<file path="config.mk">
export PLATFORM = sky130hd
export DESIGN_NAME = max_heap_priority_queue_core
export DESIGN_NICKNAME = d
export VERILOG_FILES = /design/src/design/mhpq_pkg.sv /design/src/design/mhpq_cell.sv /design/src/design/max_heap_priority_queue_core.sv
export SDC_FILE = /design/constraint.sdc
export NUM_CORES = 2
export LEC_CHECK = 0
export ABC_AREA = 1
export BUFFER_PORTS_ARGS = -buffer_cell sky130_fd_sc_hd__buf_2
export CORE_UTILIZATION = 40
export CTS_BUF_LIST = sky130_fd_sc_hd__clkbuf_8
export CTS_CLUSTER_DIAMETER = 100
export CTS_CLUSTER_SIZE = 25
export DETAILED_ROUTE_END_ITERATION = 8
export GPL_ROUTABILITY_DRIVEN = 0
export MAX_ROUTING_LAYER = met4
export SYNTH_ARGS = -nofsm -noshare
export SYNTH_HDL_FRONTEND = slang
export SYNTH_SLANG_ARGS = --single-unit
export TNS_END_PERCENT = 100
</file>
<file path="constraint.sdc">
create_clock -name clk -period 11 [get_ports clk]
set_input_delay 2.2 -clock clk [delete_from_list [all_inputs] [get_ports clk]]
set_output_delay 2.2 -clock clk [all_outputs]
set_load 0.1 [all_outputs]
</file>
<file path="src/design/mhpq_pkg.sv">
// Shared constants, codes and link types for the max-heap priority queue.
package mhpq_pkg;

  localparam int CAPACITY = 16;
  localparam int VALUE_W  = 32;
  localparam int COUNT_W  = $clog2(CAPACITY + 1);

  typedef enum logic [1:0] {
    ST_OK       = 2'd0,
    ST_FULL     = 2'd1,
    ST_EMPTY    = 2'd2,
    ST_NOTFOUND = 2'd3
  } status_t;

  typedef enum logic {
    ACT_INSERT = 1'b0,
    ACT_DELETE = 1'b1
  } action_t;

  // Command broadcast to every cell
  typedef struct packed {
    logic                      cmp_en;
    logic                      ins_en;
    logic                      del_en;
    logic signed [VALUE_W-1:0] key;
  } ctl_t;

  // What a cell shows its neighbors and the controller
  typedef struct packed {
    logic                      valid;
    logic signed [VALUE_W-1:0] value;
    logic                      lt;   // slot empty or held value below key
    logic                      le;   // held value at or below key
    logic                      hit;  // held value equals key
  } cell_t;

endpackage

</file>
<file path="src/design/mhpq_cell.sv">
// One slot of the sorted chain: holds an entry, shifts right on insert, left on delete.
module mhpq_cell (
  input  logic           clk,
  input  logic           rst,
  input  mhpq_pkg::ctl_t  ctl,
  input  mhpq_pkg::cell_t left,
  input  mhpq_pkg::cell_t right,
  output mhpq_pkg::cell_t self
);

  logic                               valid;
  logic signed [mhpq_pkg::VALUE_W-1:0] value;
  logic                               lt;
  logic                               le;
  logic                               hit;

  always_ff @(posedge clk) begin
    if (rst) begin
      valid <= 1'b0;
    end else if (ctl.ins_en && lt) begin
      // take the left neighbor's entry, or the new key at the insertion point
      valid <= left.lt ? left.valid : 1'b1;
    end else if (ctl.del_en && le) begin
      valid <= right.valid;
    end
  end

  always_ff @(posedge clk) begin
    if (ctl.cmp_en) begin
      lt  <= !valid || (value < ctl.key);
      le  <= valid && (value <= ctl.key);
      hit <= valid && (value == ctl.key);
    end
    if (ctl.ins_en && lt) begin
      value <= left.lt ? left.value : ctl.key;
    end else if (ctl.del_en && le) begin
      value <= right.value;
    end
  end

  assign self = '{valid: valid, value: value, lt: lt, le: le, hit: hit};

endmodule

</file>
<file path="src/design/max_heap_priority_queue_core.sv">
// Bounded max-priority queue built as a sorted chain of entry cells.
// Steps per item: accept in S_IDLE, compare in S_CMP, shift in S_APPLY, report in S_DONE,
// with all cells stepping together; done strobes in S_DONE. A new item is accepted
// only back in S_IDLE, after the previous one has reported.
// Reset (rst, synchronous): queue empties, count is zero, busy drops.
// Results cannot be stalled: done is high for exactly one cycle per item.
module max_heap_priority_queue_core (
  input  logic                               clk,
  input  logic                               rst,
  input  logic                               start,
  output logic                               busy,
  input  logic                               action,
  input  logic signed [mhpq_pkg::VALUE_W-1:0] value,
  output logic                               done,
  output logic [1:0]                         status,
  output logic [mhpq_pkg::COUNT_W-1:0]        count,
  output logic                               top_valid,
  output logic signed [mhpq_pkg::VALUE_W-1:0] top_value
);

  typedef enum logic [1:0] {
    S_IDLE,
    S_CMP,
    S_APPLY,
    S_DONE
  } state_t;

  state_t                             state;
  logic                               op_del;
  logic signed [mhpq_pkg::VALUE_W-1:0] key;
  mhpq_pkg::status_t                  st;
  logic [mhpq_pkg::COUNT_W-1:0]        cnt;

  mhpq_pkg::ctl_t  ctl;
  mhpq_pkg::cell_t cells [mhpq_pkg::CAPACITY];
  logic [mhpq_pkg::CAPACITY-1:0] hits;
  logic found;
  logic full;
  logic empty;

  assign full  = (cnt == mhpq_pkg::COUNT_W'(mhpq_pkg::CAPACITY));
  assign empty = (cnt == '0);
  assign found = |hits;

  always_comb begin
    ctl.cmp_en = (state == S_CMP);
    ctl.ins_en = (state == S_APPLY) && !op_del && !full;
    ctl.del_en = (state == S_APPLY) && op_del && found;
    ctl.key    = key;
  end

  genvar i;
  generate
    for (i = 0; i < mhpq_pkg::CAPACITY; i++) begin : g_cell
      mhpq_pkg::cell_t left_n;
      mhpq_pkg::cell_t right_n;
      if (i == 0) begin : g_first
        assign left_n = '0;
      end else begin : g_mid_l
        assign left_n = cells[i-1];
      end
      if (i == mhpq_pkg::CAPACITY - 1) begin : g_last
        assign right_n = '0;
      end else begin : g_mid_r
        assign right_n = cells[i+1];
      end
      mhpq_cell u_cell (
        .clk   (clk),
        .rst   (rst),
        .ctl   (ctl),
        .left  (left_n),
        .right (right_n),
        .self  (cells[i])
      );
      assign hits[i] = cells[i].hit;
    end
  endgenerate

  always_ff @(posedge clk) begin
    if (rst) begin
      state <= S_IDLE;
      cnt   <= '0;
      st    <= mhpq_pkg::ST_OK;
    end else begin
      case (state)
        S_IDLE: begin
          if (start) begin
            state <= S_CMP;
          end
        end
        S_CMP: begin
          state <= S_APPLY;
        end
        S_APPLY: begin
          state <= S_DONE;
          if (!op_del) begin
            if (full) begin
              st <= mhpq_pkg::ST_FULL;
            end else begin
              st  <= mhpq_pkg::ST_OK;
              cnt <= cnt + 1'b1;
            end
          end else if (empty) begin
            st <= mhpq_pkg::ST_EMPTY;
          end else if (!found) begin
            st <= mhpq_pkg::ST_NOTFOUND;
          end else begin
            st  <= mhpq_pkg::ST_OK;
            cnt <= cnt - 1'b1;
          end
        end
        S_DONE: begin
          state <= S_IDLE;
        end
        default: begin
          state <= S_IDLE;
        end
      endcase
    end
  end

  // capture the item on accept
  always_ff @(posedge clk) begin
    if (state == S_IDLE && start) begin
      op_del <= (action == mhpq_pkg::ACT_DELETE);
      key    <= value;
    end
  end

  assign busy      = (state != S_IDLE);
  assign done      = (state == S_DONE);
  assign status    = st;
  assign count     = cnt;
  assign top_valid = cells[0].valid;
  assign top_value = cells[0].valid ? cells[0].value : '0;

`ifndef ASSERT_OFF
  a_done_busy: assert property (@(posedge clk) disable iff (rst) done |-> busy)
    else $error("done outside a busy interval");

  a_count_cap: assert property (@(posedge clk) disable iff (rst)
    cnt <= mhpq_pkg::COUNT_W'(mhpq_pkg::CAPACITY))
    else $error("count above capacity");

  a_top_count: assert property (@(posedge clk) disable iff (rst)
    top_valid == (cnt != '0))
    else $error("head cell disagrees with count");

  a_accept_busy: assert property (@(posedge clk) disable iff (rst)
    (start && !busy) |=> (busy && !done))
    else $error("accepted item did not start work");
`endif

endmodule

</file>
== After elaboration in Yosys (flattened, before gate mapping) ==
Cells that the tools add are included.

* Flip-flop bits (word level): 618
* Input port bits: 36
* Output and inout bits: 42
* Logic and storage cells: 372

* Add/subtract/negate cells: 2
* Order comparisons: 32
* Eq/ne operators: 24
* Multiplexer cells: 105
* Reduce and logical (&&, ||, !) cells: 124

{| class="wikitable"
|+ Operators by type and width
! operator !! number
|-
| $mux 32 || 48
|-
| $eq 32x32->1 || 16
|-
| $le 32x32->1 || 16
|-
| $lt 32x32->1 || 16
|-
| $logic_and 1x1->1 || 69
|-
| $mux 1 || 48
|-
| $reduce_bool 2->1 || 17
|-
| $mux 5 || 4
|-
| $logic_not 1->1 || 18
|-
| $logic_or 1x1->1 || 16
|-
| $reduce_or 16->1 || 1
|-
| $mux 2 || 4
|-
| $pmux 2 s4 || 1
|-
| $ne 2x2->1 const B || 3
|-
| $add 5x1->5 const B || 1
|-
| $eq 5x5->1 const B || 1
|-
| $logic_not 5->1 || 1
|-
| $sub 5x1->5 const B || 1
|-
| $eq 2x2->1 const B || 2
|-
| $reduce_and 4->1 || 1
|-
| $eq 2x1->1 const B || 1
|-
| $logic_not 2->1 || 1
|-
| $ne 2x1->1 const B || 1
|}

== Depth between registers and ports, before layout ==
* Depth in word-level cells: 6
* Depth in mapped cells: 16

== Cells and area by module ==
From an unflattened synthesis, not the netlist that was laid out.

* Cell total of the unflattened synthesis: 5,670
* Area, all modules: 44,736.7 um^2

{| class="wikitable"
|+ Modules (own cells, without submodules)
! module !! instances !! cells an instance !! area each (um^2)
|-
| mhpq_cell (g_cell[0].u_cell ...) || 15 || 341 || 2,672.6
|-
| mhpq_cell (g_cell[13].u_cell) || 1 || 343 || 2,670.1
|-
| max_heap_priority_queue_core || 1 || 212 || 1,978.1
|}

== Least setup slack after synthesis ==
No wires, ideal clock.

* Path type: register -> output
* Start point: reg g_cell[0].u_cell.valid
* End point: out top_value[22] in the netlist's numbering
* Arrival time: 2.203 ns
* Path slack: 6.597 ns
* Cell stages (with the launch flop): 5
* Path buffers: 2
* Cells stage by stage: dfxtp_1 clkbuf_1 clkbuf_1 nand2_1 inv_1

* Longest elaborated chain between the ends: 1

{| class="wikitable"
|+ Ends and longest elaborated chain
! element !! RTL line !! source
|-
| start: declaration || mhpq_cell.sv:11 || <nowiki>logic valid;</nowiki>
|-
| start signal: assignment || mhpq_cell.sv:22 || <nowiki>valid <= left.lt ? left.valid : 1'b1;</nowiki>
|-
| start signal: assignment || mhpq_cell.sv:24 || <nowiki>valid <= right.valid;</nowiki>
|-
| $mux 32 || max_heap_priority_queue_core.sv:135 || <nowiki>assign top_value = cells[0].valid ? cells[0].value : '0;</nowiki>
|-
| end: declaration || max_heap_priority_queue_core.sv:18 || <nowiki>output logic signed [mhpq_pkg::VALUE_W-1:0] top_value</nowiki>
|}

Every way passes these cells.

== Final worst setup path ==
* Start point: reg g_cell[0].u_cell.valid
* End point: out top_value[21] in the netlist's numbering

Same word-level chain as after synthesis.

==> summary.md <==
| Metric | Value |
|---|---|
| Outcome | finished, final reports clean |
| Crit Path Max Fanout | 37 |
| Post-route ant nets | 0 |
| Routed WL | 114000 um |
| Most frequent cells in the layout | nand2_1 (1320), inv_1 (692), edfxtp_1 (593) |
| Tightest Hold Check Type | reg -> reg |
| Routed vias/inst | 5.30 |
| Overflow after GRT | 0 |
| Fin nets | 5570 |
| Clock sink total | 618 |
| Synth-to-Final Area Change | 4.93% |
| PD cells | 191 nW/um^2 |
| Endpoint class of the critical path | output port |
| Post-synthesis net count | 5674 |
| Detailed placement HPWL | 87300 um |
| Worst-margin pin slew | 1.17 ns |
| Setup CP Type | reg -> out |
| CTS Hold Bufs | 0 |
| Final Hold Viols | 0 |
| Vias | 34076 |
| Post-synth top area share | 41.4% |
| Slowest stage cell, crit path | buf_2 |
| Wire length on met1 | 56400 um |
| Critical Path AT | 2.05 ns |
| Top delay family on crit path | buffers and inverters |
| Die height | 330 um |
| TritonCTS clock tree | built |
| Hold_ws | 0.520 ns |
| Root buf cell | clkbuf_8 |
| Vias in the first global route | 33035 |
| Crit path required time | 8.80 ns |
| H-tree Lvls | 1 |
| DRC violations left | 0 |
| Setup TNS | 0 ns |
| Post-route insts no fill | 6428 |
| Synthesis-stage register bit count | 618 |
| # setup viols final | 0 |
| Clock Latency Late Sink | 0.76 ns |
| Slowest stage delay, CP | 0.41 ns |
| Mapped cell area | 43000 sq um |
| Tmin final | 4.25 ns |
| FMAX | 235 MHz |
| Share of cells above drive strength 1 | 3.99% |
| Total setup buffers inserted after CTS | 0 |
| Die area | 109000 sq um |
| Initial core utilization | 40.6% |
| Worst vdd ir | 0.0000968 V |
| Largest area contributor in the netlist | edfxtp_1 |
| LEAKAGE | 20.3 nW |
| Final Cycle Share | 38.6% |
| Most common cell after layout, fill and taps aside | nand2_1 |
| DR pass1 iterations | 5 |
| Area contributors post-synth | edfxtp_1 (41%), ha_1 (15%), nand2_1 (12%) |
| Number of buffers created by CTS | 31 |
| Initial antenna violation count | 1 |
| Final slew viol count | 0 |
| Unrepaired setup endpoints after global routing | no |
| Largest net degree at the start of global routing | 67 |
| Skew final | 0.0383 ns |
| Initial DRC count | 2943 |
| Avg Inst Size Synth | 8.41 sq um |
| Io pins | 78 |
| CP Cell Sequence | buf_4, nand2_1, inv_1, buf_2 |
| Met2 wire len | 49700 um |
| Routed WL per cell | 17.7 um |
| Filler cell count | 10649 |
| # port buffers | 77 |
| Cell row count | 119 |
| Maxcap violations | 0 |
| Seq/Total Area, Yosys | 42.5% |
| First-pass GRT wire length | 181000 um |
| Clk buf depth | 3 |
| Post-CTS sizing | 0 |
| DR top layer | met4 |
| Worst path buffer plus inverter count | 3 |
| All-layer global routing usage | 21.4% |
| Worst slew margin | 21.7% |
| Met3 wire len | 4660 um |
| Warnings, synthesis | 0 |
| Mapped Cells | 5117 |
| Placed insts | 6371 |
| Die Width | 330 um |
| Clock-pin slew on the worst setup and hold paths | 0.16 ns |
| Startpoint types | flip-flop |
| Synth cell types | 42 |
| Placeable Area | 106000 sq um |
worst reg2reg max path: cells and delay by family (launching register included):
kind,cells,cell delay (ns)
and+or+nand+nor,7,1.27
DFF,1,0.86
buffers and inverters,1,0.68
adders and majority gates,1,0.57
final cells by class:
| cell class | instances | area, sq um | area share, % |
|---|---|---|---|
| multi-input cells | 3562 | 21300 | 47.1 |
| flip-flops and latches | 618 | 18300 | 40.5 |
| repair buffers | 107 | 611 | 1.35 |
| diodes | 1 | 2.50 | 0.00554 |
| well taps | 1391 | 1740 | 3.85 |
| inverters | 693 | 2600 | 5.76 |
| clock buffers | 31 | 427 | 0.945 |
| clock inverters | 25 | 223 | 0.493 |
per-stage QoR:
| step | total power [mW] | util, % | cell area [sq um] | setup slack, ns |
|---|---|---|---|---|
| after floorplan | 6.49 | - | 43000 | 6.60 |
| after detailed placement | 7.54 | 42.0 | 44500 | 7.52 |
| after CTS | 8.69 | 42.6 | 45200 | 6.69 |
| after global placement | 7.41 | 42.0 | 44500 | 7.56 |
| after global routing | 9.37 | 42.6 | 45200 | 6.62 |
| final | 8.64 | 42.6 | 45200 | 6.75 |
power breakdown:
part	switching (mW)	total, mW	leakage, nW	internal (mW)
combinational	2.51	3.68	14.3	1.17
clock	0.804	1.15	0.345	0.346
sequential	0.398	3.82	5.63	3.42
synthesized netlist by cell type (all sizes together):
cell type / number
a211oi: 1
a21o: 16
a21oi: 271
and2: 5
and3: 10
buf: 87
clkbuf: 157
dfxtp: 25
edfxtp: 593
fa: 1
ha: 520
inv: 693
nand2: 1330
nand3: 72
nand3b: 2
nand4: 32
nor2: 232
nor3: 26
nor4: 3
o211ai: 319
o21a: 94
o21ai: 614
o21bai: 2
o22ai: 4
o31ai: 3
or2: 1
or3: 1
xnor2: 2
xor2: 1
kinds of logic after synthesis:
family / Yosys count / share of synthesized area [%]
xor+xnor: 3 / 0.0610
simple gates: 1714 / 15.7
fa+ha+maj: 521 / 15.2
compound gates: 1324 / 17.9
flops: 618 / 42.5
buf+inv: 937 / 8.61
layer usage:
metal / global-route usage (%) / vias up
li1: - / 17284
met1: 30.6 / 15882
met2: 32.9 / 774
met3: 1.51 / 136
met4: 5.20 / 0
met5: - / -
final timing paths:
check,start,endpoint,slack (ns),cells past startpoint
worst min register to register,status[1],status[1],0.52,2
worst min-delay path,status[1],status[1],0.52,2
worst max register to register,key[21],g_cell[0].u_cell.le,7.43,9
worst max-delay path,g_cell[0].u_cell.valid,top_value[21],6.75,4
sequential cells by signal (all words and copies together) (netlist names):
signal               count
count                    5
g_cell.u_cell.hit       16
g_cell.u_cell.le        16
g_cell.u_cell.lt        16
g_cell.u_cell.valid     16
g_cell.u_cell.value    512
key                     32
op_del                   1
state                    2
status                   2
No activity file was read; power rests on OpenSTA's default activity.
